`config.mk`:
```
export PLATFORM = sky130hd
export DESIGN_NAME = pcm_ctrl
export DESIGN_NICKNAME = d
export VERILOG_FILES = /design/src/pcm_pkg.sv /design/src/pcm_ctrl.sv
export SDC_FILE = /design/constraint.sdc
export NUM_CORES = 1
export LEC_CHECK = 0
export ABC_AREA = 1
export BUFFER_PORTS_ARGS = -buffer_cell sky130_fd_sc_hd__buf_4
export CORE_AREA = 8 8 45 47
export CTS_CLUSTER_SIZE = 10
export DETAILED_ROUTE_END_ITERATION = 8
export DIE_AREA = 0 0 53 55
export GPL_ROUTABILITY_DRIVEN = 0
export PLACE_DENSITY = 0.3
export RECOVER_POWER = 50
export SYNTH_ARGS = -nofsm -noshare
export SYNTH_HDL_FRONTEND = slang
export SYNTH_SLANG_ARGS = --single-unit
export TNS_END_PERCENT = 30
```
`constraint.sdc`:
```
create_clock -name clk_i -period 0.96 [get_ports clk_i]
set_input_delay 0.096 -clock clk_i [delete_from_list [all_inputs] [get_ports clk_i]]
set_output_delay 0.096 -clock clk_i [all_outputs]
set_load 0.03 [all_outputs]
```
`src/pcm_pkg.sv`:
```
package pcm_pkg;

  // Palette geometry.
  localparam int unsigned PALETTE_DEPTH = 256;
  localparam int unsigned IDX_W         = (PALETTE_DEPTH > 1) ? $clog2(PALETTE_DEPTH) : 1;

  // Fixed field widths.
  localparam int unsigned COLOR_W = 8;
  localparam int unsigned ENTRY_W = 3 * COLOR_W;
  localparam int unsigned COUNT_W = 9;
  localparam int unsigned SQ_W    = 2 * COLOR_W;
  localparam int unsigned DIST_W  = 18;

  localparam logic [COUNT_W-1:0] COUNT_RESET = COUNT_W'(256);
  localparam logic [DIST_W-1:0]  DIST_START  = DIST_W'(3 * 256 * 256);

  // Request modes.
  localparam logic MODE_LOAD = 1'b0;
  localparam logic MODE_MAP  = 1'b1;

  typedef enum logic [1:0] {
    ST_IDLE,
    ST_SEARCH,
    ST_DRAIN
  } state_e;

  typedef struct packed {
    logic load;
    logic capture;
    logic issue;
  } cmd_t;

  typedef struct packed {
    logic count_zero;
    logic last_issue;
    logic pipe_busy;
  } status_t;

endpackage

```
`src/pcm_ctrl.sv`:
```
module pcm_ctrl (
  input  logic             clk_i,
  input  logic             rst_ni,
  input  logic             start_i,
  input  logic             mode_i,
  input  pcm_pkg::status_t status_i,
  output pcm_pkg::cmd_t    cmd_o,
  output logic             busy_o,
  output logic             done_o
);

  pcm_pkg::state_e state_q, state_d;

  always_ff @(posedge clk_i or negedge rst_ni) begin
    if (!rst_ni) begin
      state_q <= pcm_pkg::ST_IDLE;
    end else begin
      state_q <= state_d;
    end
  end

  always_comb begin
    state_d = state_q;
    cmd_o   = '0;
    busy_o  = (state_q != pcm_pkg::ST_IDLE);
    done_o  = 1'b0;
    case (state_q)
      pcm_pkg::ST_IDLE: begin
        if (start_i) begin
          if (mode_i == pcm_pkg::MODE_LOAD) begin
            cmd_o.load = 1'b1;
          end else begin
            cmd_o.capture = 1'b1;
            state_d = status_i.count_zero ? pcm_pkg::ST_DRAIN : pcm_pkg::ST_SEARCH;
          end
        end
      end
      pcm_pkg::ST_SEARCH: begin
        cmd_o.issue = 1'b1;
        if (status_i.last_issue) begin
          state_d = pcm_pkg::ST_DRAIN;
        end
      end
      pcm_pkg::ST_DRAIN: begin
        // The result is final once the compare pipeline has emptied.
        if (!status_i.pipe_busy) begin
          done_o  = 1'b1;
          state_d = pcm_pkg::ST_IDLE;
        end
      end
      default: begin
        state_d = pcm_pkg::ST_IDLE;
      end
    endcase
  end

endmodule

```
Word-level counts from Yosys, hierarchy flattened

Cells that the tools add are included.

Memory bits (read-only): 0
Register bits: 2
RAM bits: 0
Memories: 0
Latch bits: 0
Input bits: 7

Equality and inequality tests: 6
Reduce and logical (&&, ||, !) cells: 3
Magnitude comparators: 0
Divide/modulo/power cells: 0
Bitwise operators: 0
Shift operators: 0
Add/sub/neg operators: 0
Muxes and demuxes: 13
Multiply operators: 0

Operators by type and width:

| cell                                                                  | number |
|---|---|
| 2-bit 2-to-1 mux                                                      | 7 |
| 2-bit inequality test, second input constant                          | 4 |
| 2-bit one-hot mux with 3 select lines                                 | 1 |
| 1-bit 2-to-1 mux                                                      | 5 |
| 4-bit AND reduction                                                   | 1 |
| 2-bit by 1-bit equality test with 1-bit output, second input constant | 1 |
| 2-bit equality test, second input constant                            | 1 |
| 2-bit logical NOT                                                     | 1 |
| 2-bit nonzero test                                                    | 1 |

Logic depth before layout (Yosys ltp)

Gate-level depths: netlist (run 1).

Depth in word-level cells: 4
Mapped depth: 4

Worst setup path before layout (run 1)

OpenSTA, ideal clock, no wires.

Path kind: register -> output
From: reg state_q[0]
To: out cmd_o[1] (netlist name)
Slack: -0.303 ns
Path buffers: 0
Arrival: 1.167 ns
Stages on the path, launching flop included: 4
Cell sequence: dfrtp_1 nor2_2 inv_1 nor2_1

RTL lines:

| element                | RTL line       | text |
|---|---|---|
| start, declared        | pcm_ctrl.sv:12 | `pcm_pkg::state_e state_q, state_d;` |
| start signal, assigned | pcm_ctrl.sv:16 | `state_q <= pcm_pkg::ST_IDLE;` |
| start signal, assigned | pcm_ctrl.sv:18 | `state_q <= state_d;` |
| end, declared          | pcm_ctrl.sv:7  | `output pcm_pkg::cmd_t cmd_o,` |

==> impl_metrics.toml, run 1 <==
[critical_path]
worstPathRequired_ns = 0.86
critical_path.most_common_cell = "nor2_4"
cp-start-kind = "flip-flop"
critPathSlowestCell = "dfrtp_2"
cp.arrival_ns = 1.07
path_class = "flip-flop to primary output"
worstPathMaxFanout = 4
crit_chain = "nor2_4, inv_2, nor2_4, buf_6"
worstSetupEndpointType = "primary output"
cpPeakStageDelay_ns = 0.43

[pwr]
powerDensity_mw_per_mm2 = 3080
irDropWorstVdd_uv = 1010
power.leakage_nw = 0.169

[die]
die_area_mm2 = 0.00292
io-pin-count = 12
rows = 14
dieHeight_um = 55
fp.dieW_um = 53
coreArea_mm2 = 0.00138
start_util = 0.100

[synth]
syn-num-nets = 30
synth_cell_types = 9
netlist_instances = 23
synth-seq-cells = 2
yosysSeqAreaShare = 0.360
yosys_warnings = 0
netlist_area_um2 = 139
avgSynthCellArea_um2 = 6.04

[sta]
timing.final.crit_share = 1.22
clock_skew_ns = 0.00298
max_clock_freq_mhz = 855
setup_viol = 5
fin_crit_ns = 1.17
timing.hold.ws_ns = 0.130
setup_slack_ns = -0.210
slew_violations = 0
worst_pin_slew_ns = 0.133
rsz0062_at_grt = "yes"
hold_viol = 0
relSlewSlack = 0.911

[routing]
routed_via_density = 3.86
top_layer = "met3"
ant_nets = 0
drt-met1-wl_um = 237
wl_met2_um = 257
wl_met3_um = 51
wl_um = 546
vias = 216
drt-initial-drc-count = 4
routedWlPerCell_um = 9.75
drt_pass1_iterations = 2
drc = 0

[place]
pre_cts_ws_ns = -0.0775
numPortBuffers = 11
dp.cells = 51
hpwl_um = 428

[layout]
drive_gt1_frac = 0.625
nets = 49
layout_common_cells = "8 x buf_4, 5 x nand2_1, 4 x buf_6"
diodes = 0
largest_register = "state_q"
area_growth_pct = 144
final_util = 0.245
largestRegisters = "state_q (2)"
finalNonFillerCells = 56
layout_commonest_cell = "buf_4"
largest_reg_flops = 2

[clock_network]
path_clk_slew_ns = 0.03
clock-sinks = 2
htreeDepth = 1
cts_tree = "yes"
clkLatencyLatePin_ns = 0.22
clockBufferDepth = 2
cts_buffers = 3
cts-root-buf = "clkbuf_4"

[status]
violations = "negative setup slack"
outcome = "finished with violations"

[grt]
overflow = 0
grt_pass1_wl_um = 972
grt_max_degree = 5
grt_use_total = 0.0464
grt_antenna_before_repair = 0
grt_pass1_vias = 249

[run]
max_cap_viol_count = 0

[worst_hold_path]
hold_class = "input port to flip-flop"
[stage by stage]
step,power [mW],cell area [µm²],TNS [ns]
6_report,1.04,339,-0.909
5_1_grt,1.12,339,-1.14
4_1_cts,1.04,335,-1.04
3_5_place_dp,0.722,269,-0.120
3_3_place_gp,0.723,269,-0.116
2_1_floorplan,0.521,159,-0.0474
[final timing paths]
| path | slack (ns) | endpoint | depth (start not counted) | start |
|---|---|---|---|---|
| worst max-delay path | -0.21 | cmd_o[1] | 4 | state_q[0] |
| max in group asynchronous | 0.61 | state_q[0] | 2 | rst_ni |
| worst min register to register | 0.59 | state_q[0] | 3 | state_q[1] |
| worst min-delay path | 0.13 | state_q[0] | 4 | status_i[2] |
| min in group asynchronous | 0.20 | state_q[0] | 2 | rst_ni |
| worst max register to register | 0.04 | state_q[1] | 3 | state_q[0] |
[Yosys cell counts]
cell type | n | share of area
a21oi_1 | 2 | 0.072
nor3_1 | 1 | 0.036
nor2_2 | 1 | 0.045
nand2_1 | 6 | 0.16
inv_1 | 5 | 0.14
dfrtp_1 | 2 | 0.36
nand3_1 | 2 | 0.072
o21ai_0 | 1 | 0.036
nor2_1 | 3 | 0.081
[where the power goes]
part	total [mW]	switching, mW	internal [mW]
sequential	0.171	0.0468	0.124
combinational	0.690	0.403	0.288
clock	0.183	0.0458	0.138
[timing repair]
action | 4_1_cts | 5_1_grt
setup endpoints to repair | 6 | 7
resized for setup | 10 | 2
buffers inserted | 1 | 0
pin swaps | 2 | 1
endpoints found under the hold margin | 2 | 0
hold buffers | 1 | 0
[area by class of cell]
class / count / area, µm²
inverters: 5 / 21.3
multi-input cells: 16 / 105
well taps: 16 / 20.0
clock buffers: 3 / 22.5
flip-flops and latches: 2 / 51.3
repair buffers: 14 / 119
fillers: 159 / 1040
[layer usage]
metal	track usage	vias to the layer above
li1	-	104
met1	0.0455	102
met2	0.0664	10
met3	0.0241	0
met4	0.0517	0
met5	0	-
[cell families after synthesis]
group | Yosys count | synth area share
AND/OR/NAND/NOR | 13 | 0.396
buffers and inverters | 5 | 0.135
AO/OA/AOI/OAI | 3 | 0.108
flip-flops | 2 | 0.360
[worst max-delay path: cells and delay by family, from the launching register on]
kind,cells,cell delay (ns)
flip-flops,1,0.43
AND/OR/NAND/NOR,2,0.22
buffers and inverters,2,0.20
Note: power is estimated with default switching activity, not from simulation.
==> run 2, diff against run 1 <==
--- a/config.mk
+++ b/config.mk
@@ -12,6 +12,7 @@
 export DETAILED_ROUTE_END_ITERATION = 8
 export DIE_AREA = 0 0 53 55
 export GPL_ROUTABILITY_DRIVEN = 0
+export GPL_TIMING_DRIVEN = 0
 export PLACE_DENSITY = 0.3
 export RECOVER_POWER = 50
 export SYNTH_ARGS = -nofsm -noshare
==> impl_metrics.toml, run 2 (synthesis gave the netlist of run 1 again) <==
[status]
outcome = "finished with violations"
violations = "negative setup slack"

[routing]
routed_via_density = 3.46
routedWlPerCell_um = 8.28
ant_nets = 0
wl_um = 472
drt-initial-drc-count = 4
drt_pass1_iterations = 3
drc = 0
vias = 197

[place]
hpwl_um = 370
dpl-instance-area_um2 = 262
pre_cts_ws_ns = -0.101
numPortBuffers = 11

[critical_path]
critical_path.most_common_cell = "nor2_4"
path_class = "flip-flop to primary output"
worstSetupEndpointType = "primary output"
cp-start-kind = "flip-flop"
cp_num_buf_inv = 1
worstPathMaxFanout = 3
worstPathRequired_ns = 0.86
critPathSlowestCell = "dfrtp_2"
cp.arrival_ns = 1.08
cpPeakStageDelay_ns = 0.42
crit_family = "flip-flops"
crit_chain = "nor2_4, nand2_2, nor2_4, buf_6"

[sta]
timing.final.crit_share = 1.22
max_clock_freq_mhz = 853
rsz0062_at_grt = "yes"
clock_skew_ns = 0.00221
hold_viol = 0
setup_slack_ns = -0.213
relSlewSlack = 0.890
slew_violations = 0
worst_pin_slew_ns = 0.164
setup_viol = 7
fin_crit_ns = 1.17

[layout]
nets = 50
drive_gt1_frac = 0.610
layout_commonest_cell = "buf_4"
fin_area_um2 = 345
layout_common_cells = "9 x buf_4, 5 x nand2_1, 4 x inv_1, 4 x nor2_4, 4 x buf_6"
diodes = 0
final_util = 0.250
largest_reg_flops = 2
area_growth_pct = 149
largest_register = "state_q"
largestRegisters = "state_q (2)"

[grt]
grt_pass1_wl_um = 690
overflow = 0
grt_pass1_vias = 185
grt_use_total = 0.0300
grt_antenna_before_repair = 0
grt_max_degree = 6

[worst_hold_path]
hold_class = "input port to flip-flop"

[clock_network]
clockBufferDepth = 2
path_clk_slew_ns = 0.03
htreeDepth = 1
cts-root-buf = "clkbuf_4"
cts_buffers = 3
clkLatencyLatePin_ns = 0.22
clock-sinks = 2
cts_tree = "yes"

[die]
die_area_mm2 = 0.00292
fp.dieW_um = 53
start_util = 0.100
io-pin-count = 12
dieHeight_um = 55
rows = 14
coreArea_mm2 = 0.00138

[pwr]
power.leakage_nw = 0.172
swShare = 0.460
p_switching_mw = 0.494
pwr-share-comb = 0.669
powerDensity_mw_per_mm2 = 3110
pwr-share-seq = 0.168
internal_power_mw = 0.580
irDropWorstVdd_uv = 1010
clkPwrFrac = 0.163

[run]
max_cap_viol_count = 0
-- run 2: cell types whose count changed in the layout (fill, tap and decap cells not counted) --
cell	change
nor2_2	-1
o21ai_1	-1
inv_1	+1
nand3_2	-1
o21ai_0	+1
dfrtp_2	+1
nor2_4	+1
nand3_1	+1
inv_4	-1
dfrtp_1	-1
buf_4	+1
-- run 2: cell type report --
class	instances	area, µm²
Clock buffer	3	22.5
Fill cell	148	1040
Inverter	5	18.8
Multi-Input combinational cell	16	105
Sequential cell	2	52.6
Tap cell	16	20.0
Timing Repair Buffer	15	126
-- run 2: timing repair --
item                       4_1_cts  5_1_grt
setup endpoints to repair        5        7
resized for setup                6        4
pin swaps                        2        2
hold endpoints to repair         2        0
setup buffers                    1        2
hold buffers                     1        0
-- run 2: worst reg2reg max path: stages, from the launching register on --
cell and delay, ns:
dfrtp_2 0.42, nor2_4 0.16, buf_4 0.13, nand2_1 0.05, nand2_1 0.07, a21oi_1 0.03
-- run 2: worst paths after layout --
| kind | start | end | cells after the start | slack (ns) |
|---|---|---|---|---|
| worst min-delay path | status_i[2] | state_q[0] | 4 | 0.14 |
| worst min register to register | state_q[1] | state_q[1] | 3 | 0.65 |
| min in group asynchronous | rst_ni | state_q[0] | 2 | 0.20 |
| worst max register to register | state_q[1] | state_q[1] | 5 | -0.02 |
| worst max-delay path | state_q[1] | cmd_o[2] | 4 | -0.21 |
| max in group asynchronous | rst_ni | state_q[1] | 2 | 0.63 |
-- run 2: routing by layer --
metal,up-vias,global-route usage,part of all wire
li1,106,-,-
met5,-,0,0
met4,0,0.0129,0
met1,81,0.0379,0.48
met2,10,0.0391,0.39
met3,0,0.0187,0.13
-- run 2: power groups by stage --
stage / Sequential (mW) / Clock, mW / Combinational, mW
detailed placement: 0.167 / 0 / 0.528
global placement: 0.169 / 0 / 0.529
finish: 0.180 / 0.175 / 0.719
CTS: 0.182 / 0.187 / 0.627
floorplan: 0.160 / 0 / 0.361
global route: 0.186 / 0.192 / 0.775
-- run 2: stage by stage --
stage | instances | total power, mW | setup TNS (ns) | hold slack (ns)
after floorplan | 23 | 0.521 | -0.0474 | -0.200
after global placement | 50 | 0.697 | -0.159 | -0.123
after detailed placement | 50 | 0.695 | -0.171 | -0.120
after CTS | 55 | 0.995 | -1.00 | 0.134
after global routing | 57 | 1.15 | -1.22 | 0.155
final | 57 | 1.07 | -0.844 | 0.138
==> run 3, diff against run 2 <==
--- a/config.mk
+++ b/config.mk
@@ -15,6 +15,7 @@
 export GPL_TIMING_DRIVEN = 0
 export PLACE_DENSITY = 0.3
 export RECOVER_POWER = 50
+export SETUP_SLACK_MARGIN = 0.5
 export SYNTH_ARGS = -nofsm -noshare
 export SYNTH_HDL_FRONTEND = slang
 export SYNTH_SLANG_ARGS = --single-unit
==> impl_metrics.toml, run 3 (synthesis gave the netlist of run 1 again) <==
[place]
dpl-instance-area_um2 = 262
numPortBuffers = 11
hpwl_um = 374

[pwr]
swShare = 0.457
pwr-share-seq = 0.168
pwr-share-comb = 0.668
p_switching_mw = 0.488
total_power_mw = 1.07
power.leakage_nw = 0.172
powerDensity_mw_per_mm2 = 3090
clkPwrFrac = 0.164
internal_power_mw = 0.579
irDropWorstVdd_uv = 1160

[clock_network]
htreeDepth = 1
cts_buffers = 3
path_clk_slew_ns = 0.03
clock-sinks = 2
clockBufferDepth = 2
cts_tree = "yes"
cts-root-buf = "clkbuf_4"
clkLatencyLatePin_ns = 0.22

[sta]
timing.final.crit_share = 1.21
max_clock_freq_mhz = 864
fin_crit_ns = 1.16
timing.hold.ws_ns = 0.141
setup_viol = 7
worst_pin_slew_ns = 0.170
rsz0062_at_grt = "yes"
slew_violations = 0
relSlewSlack = 0.886
hold_viol = 0
clock_skew_ns = 0.00228
finalSetupTns_ns = -0.776
setup_slack_ns = -0.197

[routing]
drt_pass1_iterations = 2
ant_nets = 0
routed_via_density = 3.58
drc = 0
wl_um = 464
drt-initial-drc-count = 1
routedWlPerCell_um = 8.14
vias = 204

[die]
coreArea_mm2 = 0.00138
rows = 14
fp.dieW_um = 53
start_util = 0.100
die_area_mm2 = 0.00292
dieHeight_um = 55
io-pin-count = 12

[layout]
largestRegisters = "state_q (2)"
largest_register = "state_q"
layout_common_cells = "9 x buf_4, 5 x nand2_1, 4 x inv_1, 4 x nor2_4, 4 x buf_6"
drive_gt1_frac = 0.610
nets = 50
largest_reg_flops = 2
layout_commonest_cell = "buf_4"
fin_area_um2 = 345
area_growth_pct = 149
diodes = 0

[grt]
grt_max_degree = 5
grt_antenna_before_repair = 0
grt_pass1_wl_um = 703
overflow = 0
grt_use_total = 0.0311
grt_pass1_vias = 181

[critical_path]
worstSetupEndpointType = "primary output"
path_class = "flip-flop to primary output"
cp-start-kind = "flip-flop"
cp.arrival_ns = 1.06
worstPathRequired_ns = 0.86
worstPathMaxFanout = 3

[status]
violations = "negative setup slack"
outcome = "finished with violations"

[worst_hold_path]
hold_class = "input port to flip-flop"

[run]
max_cap_viol_count = 0
==> run 3: cell counts in the layout (fill, tap and decap cells not counted) <==
No cell type changed its count.
==> run 3: what timing repair did <==
action                                 4_1_cts  5_1_grt
setup endpoints to repair                    7        7
cloned                                       0        0
hold buffers                                 1        0
gates resized for setup                      6        4
pin swaps                                    2        2
setup buffers                                2        1
endpoints found under the hold margin        2        0
==> run 3: metal layers <==
metal	GRT usage	vias up	part of all wire
met5	0	-	0
met4	0.0129	0	0
met3	0.0160	0	0.15
met2	0.0391	10	0.39
met1	0.0424	88	0.46
li1	-	106	-
==> run 3: worst paths after layout <==
| kind | startpoint | endpoint | slack (ns) | depth (start not counted) |
|---|---|---|---|---|
| min in group asynchronous | rst_ni | state_q[0] | 0.19 | 2 |
| worst max register to register | state_q[1] | state_q[1] | -0.01 | 5 |
| worst min-delay path | status_i[2] | state_q[0] | 0.14 | 4 |
| max in group asynchronous | rst_ni | state_q[1] | 0.63 | 2 |
| worst max-delay path | state_q[1] | cmd_o[2] | -0.20 | 4 |
| worst min register to register | state_q[1] | state_q[1] | 0.65 | 3 |
==> run 3: power by group through the flow <==
| stage | logic, mW | clock network [mW] | registers, mW |
|---|---|---|---|
| floorplan | 0.361 | 0 | 0.160 |
| global placement | 0.529 | 0 | 0.169 |
| detailed placement | 0.527 | 0 | 0.167 |
| CTS | 0.656 | 0.187 | 0.178 |
| global route | 0.787 | 0.192 | 0.184 |
| finish | 0.713 | 0.175 | 0.180 |
==> run 3: layout make-up <==
class / count / area [µm²]
Sequential cell: 2 / 52.6
Multi-Input combinational cell: 16 / 105
Tap cell: 16 / 20.0
Clock buffer: 3 / 22.5
Inverter: 5 / 18.8
Timing Repair Buffer: 15 / 126
Fill cell: 158 / 1040
==> run 3: metrics by stage <==
stage                      util  cells  setup slack (ns)
final                     0.250     57            -0.197
after global routing      0.250     57            -0.262
after CTS                 0.238     56            -0.238
after detailed placement  0.189     50            -0.101
after global placement    0.189     50           -0.0940
after floorplan               -     23           -0.0371
==> run 3: critical path, stage by stage, from the launching register on <==
cell	delay (ns)
dfrtp_2	0.42
nor2_4	0.15
nand2_2	0.07
nor2_4	0.08
buf_6	0.13
